## src/rtl/core/isc_pkg.sv

```systemverilog
`default_nettype none
// ----------------------------------------------------------------------------
// isc_pkg
// shared types and codes of the itemset support counter
// ----------------------------------------------------------------------------
package isc_pkg;

    // operation codes on the func field
    localparam logic [1:0] FUNC_LOAD   = 2'd0;
    localparam logic [1:0] FUNC_ROW    = 2'd1;
    localparam logic [1:0] FUNC_REPORT = 2'd2;

    // fixed field widths
    localparam int FUNC_W    = 2;
    localparam int BITS_W    = 32;
    localparam int INDEX_W   = 5;
    localparam int SUPPORT_W = 20;
    localparam int MINSUP_W  = 20;

    // report sequencer states
    typedef enum logic {
        ST_IDLE,
        ST_REPORT
    } isc_state_t;

    // broadcast control to every cell of the chain
    typedef struct packed {
        logic load;
        logic row;
        logic shift;
    } isc_cell_ctrl_t;

endpackage : isc_pkg
`default_nettype wire

```

## src/rtl/core/isc_cell.sv

```systemverilog
`default_nettype none
// ----------------------------------------------------------------------------
// isc_cell
// one candidate slot: item mask and saturating support counter, which hands
// its count to the lower neighbor while a report drains the chain
// ----------------------------------------------------------------------------
module isc_cell #(
    parameter int ITEM_W  = 32,
    parameter int COUNT_W = 20
) (
    input  wire                      clk,
    input  wire                      rst_n,
    input  isc_pkg::isc_cell_ctrl_t  ctrl,
    input  wire                      sel,
    input  wire                      occupied,
    input  wire  [ITEM_W-1:0]        row_bits,
    input  wire  [COUNT_W-1:0]       count_in,
    output logic [COUNT_W-1:0]       count
);
    import isc_pkg::*;

    logic [ITEM_W-1:0]  mask_reg;
    logic [COUNT_W-1:0] count_reg;
    logic               hit;

    // candidate contained in the row and counter not saturated
    assign hit = ((row_bits & mask_reg) == mask_reg) && !(&count_reg);

    // mask store, written only on a load
    always_ff @(posedge clk)
    begin
        if (ctrl.load && sel)
        begin
            mask_reg <= row_bits;
        end
    end

    // support counter
    always_ff @(posedge clk or negedge rst_n)
    begin
        if (!rst_n)
        begin
            count_reg <= '0;
        end
        else if (ctrl.shift)
        begin
            count_reg <= count_in;
        end
        else if (ctrl.load && sel)
        begin
            count_reg <= '0;
        end
        else if (ctrl.row && occupied && hit)
        begin
            count_reg <= count_reg + COUNT_W'(1);
        end
    end

    assign count = count_reg;

endmodule : isc_cell
`default_nettype wire

```

## src/rtl/core/itemset_support_counter_unit.sv

```systemverilog
`default_nettype none
// ----------------------------------------------------------------------------
// itemset_support_counter_unit
// apriori support counting over a chain of candidate cells
// ----------------------------------------------------------------------------
// Candidate loads and transaction rows are accepted while no report runs:
// every occupied cell compares the row against its own mask in parallel and
// bumps its counter on a hit. A report is drained through the cell chain,
// one candidate per cycle out of cell 0 while the output is not stalled, as
// the others shift down; no input beat is taken during a report. The last
// result of a report clears the table and the overflow flag.
// ----------------------------------------------------------------------------
module itemset_support_counter_unit #(
    parameter int NUM_ITEMS      = 32,
    parameter int MAX_CANDIDATES = 32,
    parameter int COUNT_BITS     = 20
) (
    input  wire                              clk,
    input  wire                              rst_n,
    // configuration
    input  wire                              cfg_valid,
    output logic                             cfg_ready,
    input  wire  [isc_pkg::MINSUP_W-1:0]     cfg_data,
    // input channel
    input  wire                              in_valid,
    output logic                             in_stall,
    input  wire  [isc_pkg::FUNC_W-1:0]       func,
    input  wire  [isc_pkg::BITS_W-1:0]       item_bits,
    // result channel
    output logic                             out_valid,
    input  wire                              out_stall,
    output logic [isc_pkg::INDEX_W-1:0]      candidate_index,
    output logic [isc_pkg::SUPPORT_W-1:0]    support,
    output logic                             frequent,
    output logic                             valid_res,
    output logic                             overflow,
    output logic                             last
);
    import isc_pkg::*;

    localparam int ITEM_W = (NUM_ITEMS > BITS_W) ? BITS_W : NUM_ITEMS;
    localparam int TOT_W  = $clog2(MAX_CANDIDATES + 1);
    localparam int IDX_W  = (MAX_CANDIDATES > 1) ? $clog2(MAX_CANDIDATES) : 1;
    localparam int XIDX_W = (IDX_W > INDEX_W) ? IDX_W : INDEX_W;
    localparam int CMP_W  = (COUNT_BITS > SUPPORT_W) ? COUNT_BITS : SUPPORT_W;

    isc_state_t           state_reg, state_next;
    logic [TOT_W-1:0]     total_reg, total_next;
    logic [IDX_W-1:0]     idx_reg, idx_next;
    logic                 dropped_reg, dropped_next;
    logic [MINSUP_W-1:0]  minsup_reg;

    logic                 out_valid_reg, out_valid_next;
    logic [INDEX_W-1:0]   index_reg, index_next;
    logic [SUPPORT_W-1:0] support_reg, support_next;
    logic                 frequent_reg, frequent_next;
    logic                 valid_res_reg, valid_res_next;
    logic                 overflow_reg, overflow_next;
    logic                 last_reg, last_next;

    logic                 in_accept;
    logic                 slot_free;
    logic [ITEM_W-1:0]    row_bits;
    isc_cell_ctrl_t       ctrl;
    wire  [COUNT_BITS-1:0] chain [0:MAX_CANDIDATES];
    logic [CMP_W-1:0]     head_ext;
    logic [XIDX_W-1:0]    idx_ext;
    logic                 is_last;

    assign in_stall  = (state_reg != ST_IDLE);
    assign in_accept = in_valid && !in_stall;
    assign slot_free = !out_valid_reg || !out_stall;
    assign row_bits  = item_bits[ITEM_W-1:0];
    assign cfg_ready = 1'b1;

    // configuration register
    always_ff @(posedge clk or negedge rst_n)
    begin
        if (!rst_n)
        begin
            minsup_reg <= MINSUP_W'(1);
        end
        else if (cfg_valid && cfg_ready)
        begin
            minsup_reg <= cfg_data;
        end
    end

    // chain of candidate cells, zero shifted in at the top end
    assign chain[MAX_CANDIDATES] = '0;

    genvar gi;
    generate
        for (gi = 0; gi < MAX_CANDIDATES; gi++)
        begin : g_cell
            isc_cell #(
                .ITEM_W  (ITEM_W),
                .COUNT_W (COUNT_BITS)
            ) u_cell (
                .clk      (clk),
                .rst_n    (rst_n),
                .ctrl     (ctrl),
                .sel      (total_reg == TOT_W'(gi)),
                .occupied (total_reg > TOT_W'(gi)),
                .row_bits (row_bits),
                .count_in (chain[gi+1]),
                .count    (chain[gi])
            );
        end
    endgenerate

    // head of the chain as a result
    assign head_ext = CMP_W'(chain[0]);
    assign idx_ext  = XIDX_W'(idx_reg);
    assign is_last  = (TOT_W'(idx_reg) + TOT_W'(1)) == total_reg;

    // sequencer next state and result
    always_comb
    begin
        state_next     = state_reg;
        total_next     = total_reg;
        idx_next       = idx_reg;
        dropped_next   = dropped_reg;
        ctrl           = '0;
        out_valid_next = out_valid_reg && out_stall;
        index_next     = index_reg;
        support_next   = support_reg;
        frequent_next  = frequent_reg;
        valid_res_next = valid_res_reg;
        overflow_next  = overflow_reg;
        last_next      = last_reg;

        case (state_reg)
            ST_IDLE:
            begin
                if (in_accept)
                begin
                    case (func)
                        FUNC_LOAD:
                        begin
                            if (total_reg < TOT_W'(MAX_CANDIDATES))
                            begin
                                ctrl.load  = 1'b1;
                                total_next = total_reg + TOT_W'(1);
                            end
                            else
                            begin
                                dropped_next = 1'b1;
                            end
                        end
                        FUNC_ROW:
                        begin
                            ctrl.row = 1'b1;
                        end
                        FUNC_REPORT:
                        begin
                            idx_next   = '0;
                            state_next = ST_REPORT;
                        end
                        default:
                        begin
                        end
                    endcase
                end
            end
            ST_REPORT:
            begin
                if (slot_free)
                begin
                    out_valid_next = 1'b1;
                    overflow_next  = dropped_reg;
                    if (total_reg == '0)
                    begin
                        index_next     = '0;
                        support_next   = '0;
                        frequent_next  = 1'b0;
                        valid_res_next = 1'b0;
                        last_next      = 1'b1;
                    end
                    else
                    begin
                        ctrl.shift     = 1'b1;
                        index_next     = idx_ext[INDEX_W-1:0];
                        support_next   = head_ext[SUPPORT_W-1:0];
                        frequent_next  = head_ext >= CMP_W'(minsup_reg);
                        valid_res_next = 1'b1;
                        last_next      = is_last;
                        idx_next       = idx_reg + IDX_W'(1);
                    end
                    if (total_reg == '0 || is_last)
                    begin
                        total_next   = '0;
                        dropped_next = 1'b0;
                        state_next   = ST_IDLE;
                    end
                end
            end
            default:
            begin
                state_next = ST_IDLE;
            end
        endcase
    end

    // control registers
    always_ff @(posedge clk or negedge rst_n)
    begin
        if (!rst_n)
        begin
            state_reg     <= ST_IDLE;
            total_reg     <= '0;
            idx_reg       <= '0;
            dropped_reg   <= 1'b0;
            out_valid_reg <= 1'b0;
        end
        else
        begin
            state_reg     <= state_next;
            total_reg     <= total_next;
            idx_reg       <= idx_next;
            dropped_reg   <= dropped_next;
            out_valid_reg <= out_valid_next;
        end
    end

    // result beat payload
    always_ff @(posedge clk)
    begin
        index_reg     <= index_next;
        support_reg   <= support_next;
        frequent_reg  <= frequent_next;
        valid_res_reg <= valid_res_next;
        overflow_reg  <= overflow_next;
        last_reg      <= last_next;
    end

    assign out_valid       = out_valid_reg;
    assign candidate_index = index_reg;
    assign support         = support_reg;
    assign frequent        = frequent_reg;
    assign valid_res       = valid_res_reg;
    assign overflow        = overflow_reg;
    assign last            = last_reg;

endmodule : itemset_support_counter_unit
`default_nettype wire

```

## config.mk

```make
export PLATFORM = sky130hd
export DESIGN_NAME = itemset_support_counter_unit
export DESIGN_NICKNAME = d
export VERILOG_FILES = /design/src/rtl/core/isc_pkg.sv /design/src/rtl/core/isc_cell.sv /design/src/rtl/core/itemset_support_counter_unit.sv
export SDC_FILE = /design/constraint.sdc
export NUM_CORES = 2
export LEC_CHECK = 0
export ABC_AREA = 1
export BUFFER_PORTS_ARGS = -buffer_cell sky130_fd_sc_hd__buf_2
export CORE_ASPECT_RATIO = 1.5
export CORE_MARGIN = 4
export CORE_UTILIZATION = 45
export CTS_BUF_LIST = sky130_fd_sc_hd__clkbuf_16
export CTS_CLUSTER_SIZE = 30
export DETAILED_ROUTE_END_ITERATION = 16
export PLACE_DENSITY = 0.7
export SLEW_MARGIN = 10
export SYNTH_ARGS = -nofsm -noshare
export SYNTH_HDL_FRONTEND = slang
export SYNTH_SLANG_ARGS = --single-unit
```

## constraint.sdc

```tcl
create_clock -name clk -period 8.4 [get_ports clk]
set_input_delay 0.42 -clock clk [delete_from_list [all_inputs] [get_ports clk]]
set_output_delay 0.42 -clock clk [all_outputs]
set_load 0.05 [all_outputs]
```

==> flow_summary.yaml <==
final_layout:
  nNetsFinal: 10930
  mostFrequentLayoutCells: "nand2_1 (4509), nand3_1 (1167), edfxtp_1 (1053)"
  drive_above_1_share_pct: 5.098
  area_growth_pct: 9.508
  final_common_cell: "nand2_1"
  largest_register_ffs: 1024
clocking:
  clk_pin_slew_ps: 70
  cts_tree: "done"
  cts_buffers: 175
  clock_latency_ps: 870
  clock_path_buffers: 4
  cts-resized-gates: 0
  htree_num_levels: 4
  cts_num_sinks: 1727
  cts_setup_buffers: 0
  cts_root_buf: "clkbuf_16"
floorplan:
  die_y_um: 552.0
  placementRows: 199
  dieArea_sq_um: 204600
  fp.dieW_um: 370.7
  initial_core_util_pct: 45.25
  core_sq_um: 196200
  pin_count: 91
synth:
  ys_seq_area_share_pct: 54.61
  yosysUniqueCellTypes: 48
  syn_area_sq_um: 88780
  synth_edf_count: 1053
  netlist_instances: 10820
  ys_seq_elements: 1727
  synthArstFlopShare_pct: 39.03
  synth.avg_cell_area_sq_um: 8.209
  synth_nets: 10930
  yosys_warnings: 0
  synth_ff_type: "edfxtp_1"
timing:
  fin_crit_ps: 5301
  finalHoldViolCount: 0
  fmax_ghz: 0.1886
  slew_headroom_pct: 17.56
  fin_worst_skew_ps: 94.98
  rsz0062_at_grt: "no"
  setup_viol: 0
  drv_slew: 0
  fin_crit_sh_pct: 63.11
  setup_ws_ps: 3099
  worst_slew_pin_slew_ps: 1233
  finalSetupTns_ps: 0
drt:
  first_pass_iters: 7
  post_drt_wl_per_cell_um: 21.05
  via_count: 75650
  wl_um: 285600
  drcViolationCount: 0
  first_iter_violations: 7957
  antenna_left: 0
  via_per_inst: 5.577
setup_path:
  crit_path_end_kind: "flop"
  cp-start-kind: "flop"
  path_common_cell: "nand2_1"
  max_stage_delay_ps: 740
  cp_data_required_time_ps: 9110
  slowest_stage: "inv_1"
  path_max_fanout: 78
  crit_chain: "inv_4 -> nand2_4 -> nor2_4 -> nand2_2 -> nand2_2 -> inv_2 -> nand2_8 -> buf_4 -> nand2_1 -> inv_1 -> nand2_1 -> nand2_1 -> nand2_1"
  crit_arrival_ps: 6010
  crit_type: "reg2reg"
power:
  ir_drop_mv: 0.1890
  power.leakage_nw: 42.74
  p_per_area_nw_per_um2: 227.1
  power.total_mw: 22.08
status:
  status: "completed"
placement:
  dp_worst_setup_slack_ps: 3214
  port_buffers: 89
  gp_congestion: 1.023
  post-dp-hpwl_um: 182900
global_route:
  overflow: 0
  grt_pass1_wl_um: 430500
  track_usage_pct: 27.16
  grt_pass1_vias: 73070
  antenna_found_initial: 5
  grt_max_degree: 218
run:
  cap_viol_max_count: 0
worst_hold_path:
  hp-class: "in2reg"
-- logic make-up after synthesis --
family / count (synthesis) / synth area share [%]
fa+ha+maj: 57 / 0.8033
compound gates: 580 / 3.757
mux: 1 / 0.01268
buf+inv: 1317 / 6.312
flops: 1727 / 54.61
xor+xnor: 287 / 2.831
simple gates: 6845 / 31.67
other cells: 1 / 0.004224
-- path summary, 6_finish.rpt --
check                              from                          end  slack (ps)  depth (start not counted)
setup / recovery           total_reg[5]  g_cell[11].u_cell.count[15]        3100                         13
hold / removal                  func[0]                     in_stall          80                          4
setup reg to reg           total_reg[5]  g_cell[11].u_cell.count[15]        3100                         13
hold reg to reg             dropped_reg                     overflow         450                          0
max in group asynchronous         rst_n               minsup_reg[12]        6050                          4
min in group asynchronous         rst_n   g_cell[21].u_cell.count[1]         220                          2
-- metrics by stage --
step	hold slack (ps)	util, %	cells	area (sq um)
after global routing	47.11	49.55	13560	97210
final	78.05	49.55	13570	97230
after global placement	433.5	46.57	13220	91370
after detailed placement	443.2	46.57	13220	91370
after CTS	17.27	49.55	13560	97210
after floorplan	124.4	-	10820	88780
-- layout make-up --
| type | count | area [sq um] |
|---|---|---|
| fillers | 18440 | 98980 |
| flip-flops and latches | 1727 | 48490 |
| multi-input cells | 7771 | 34720 |
| clock buffers | 178 | 4454 |
| inverters | 873 | 3293 |
| well taps | 2613 | 3269 |
| repair buffers | 262 | 1872 |
| clock inverters | 135 | 1114 |
| diodes | 6 | 15.01 |
-- per-layer routing --
metal  track usage [%]  part of all wire (%)  vias to the layer above  routed length [um]
li1                  -                     -                    35210                   -
met1             32.04                    35                    35730              101300
met2             46.49                    48                     3664              138000
met3             3.894                   8.6                     1045               24580
met4             17.04                   7.6                        2               21720
met5                 0                0.0049                        -                  14
-- report_power, final --
group	switching [mW]	internal [mW]	leakage [nW]	total (mW)
Sequential	0.583	9.50	18.7	10.1
Clock	3.45	4.38	2.79	7.83
Combinational	3.18	0.984	21.2	4.16
-- cell usage after synthesis, types with 32 or more instances --
| cell | number | share of area (%) |
|---|---|---|
| a21oi_1 | 32 | 0.18 |
| nand2_1 | 4509 | 19 |
| dfrtp_1 | 673 | 19 |
| nor3_1 | 168 | 0.95 |
| clkbuf_1 | 167 | 0.71 |
| o21ai_0 | 250 | 1.4 |
| o21bai_1 | 39 | 0.33 |
| xor2_1 | 231 | 2.3 |
| xnor2_1 | 56 | 0.55 |
| nand4_1 | 196 | 1.4 |
| inv_1 | 842 | 3.6 |
| edfxtp_1 | 1053 | 36 |
| buf_2 | 194 | 1.1 |
| buf_4 | 54 | 0.46 |
| o22ai_1 | 220 | 1.6 |
| nand3_1 | 1167 | 6.6 |
| ha_1 | 57 | 0.80 |
| nor2_1 | 733 | 3.1 |
-- repair_timing --
| item | in CTS | in global routing |
|---|---|---|
| endpoints found under the hold margin | 108 | 0 |
| hold buffers | 27 | 0 |
| setup endpoints to repair | 0 | 0 |
-- critical path: cells and delay by family (launching register included) --
family / cells / cell delay [ps]
DFF: 1 / 500
buffers and inverters: 4 / 1700
and+or+nand+nor: 9 / 2850
No activity file was read; power rests on OpenSTA's default activity.
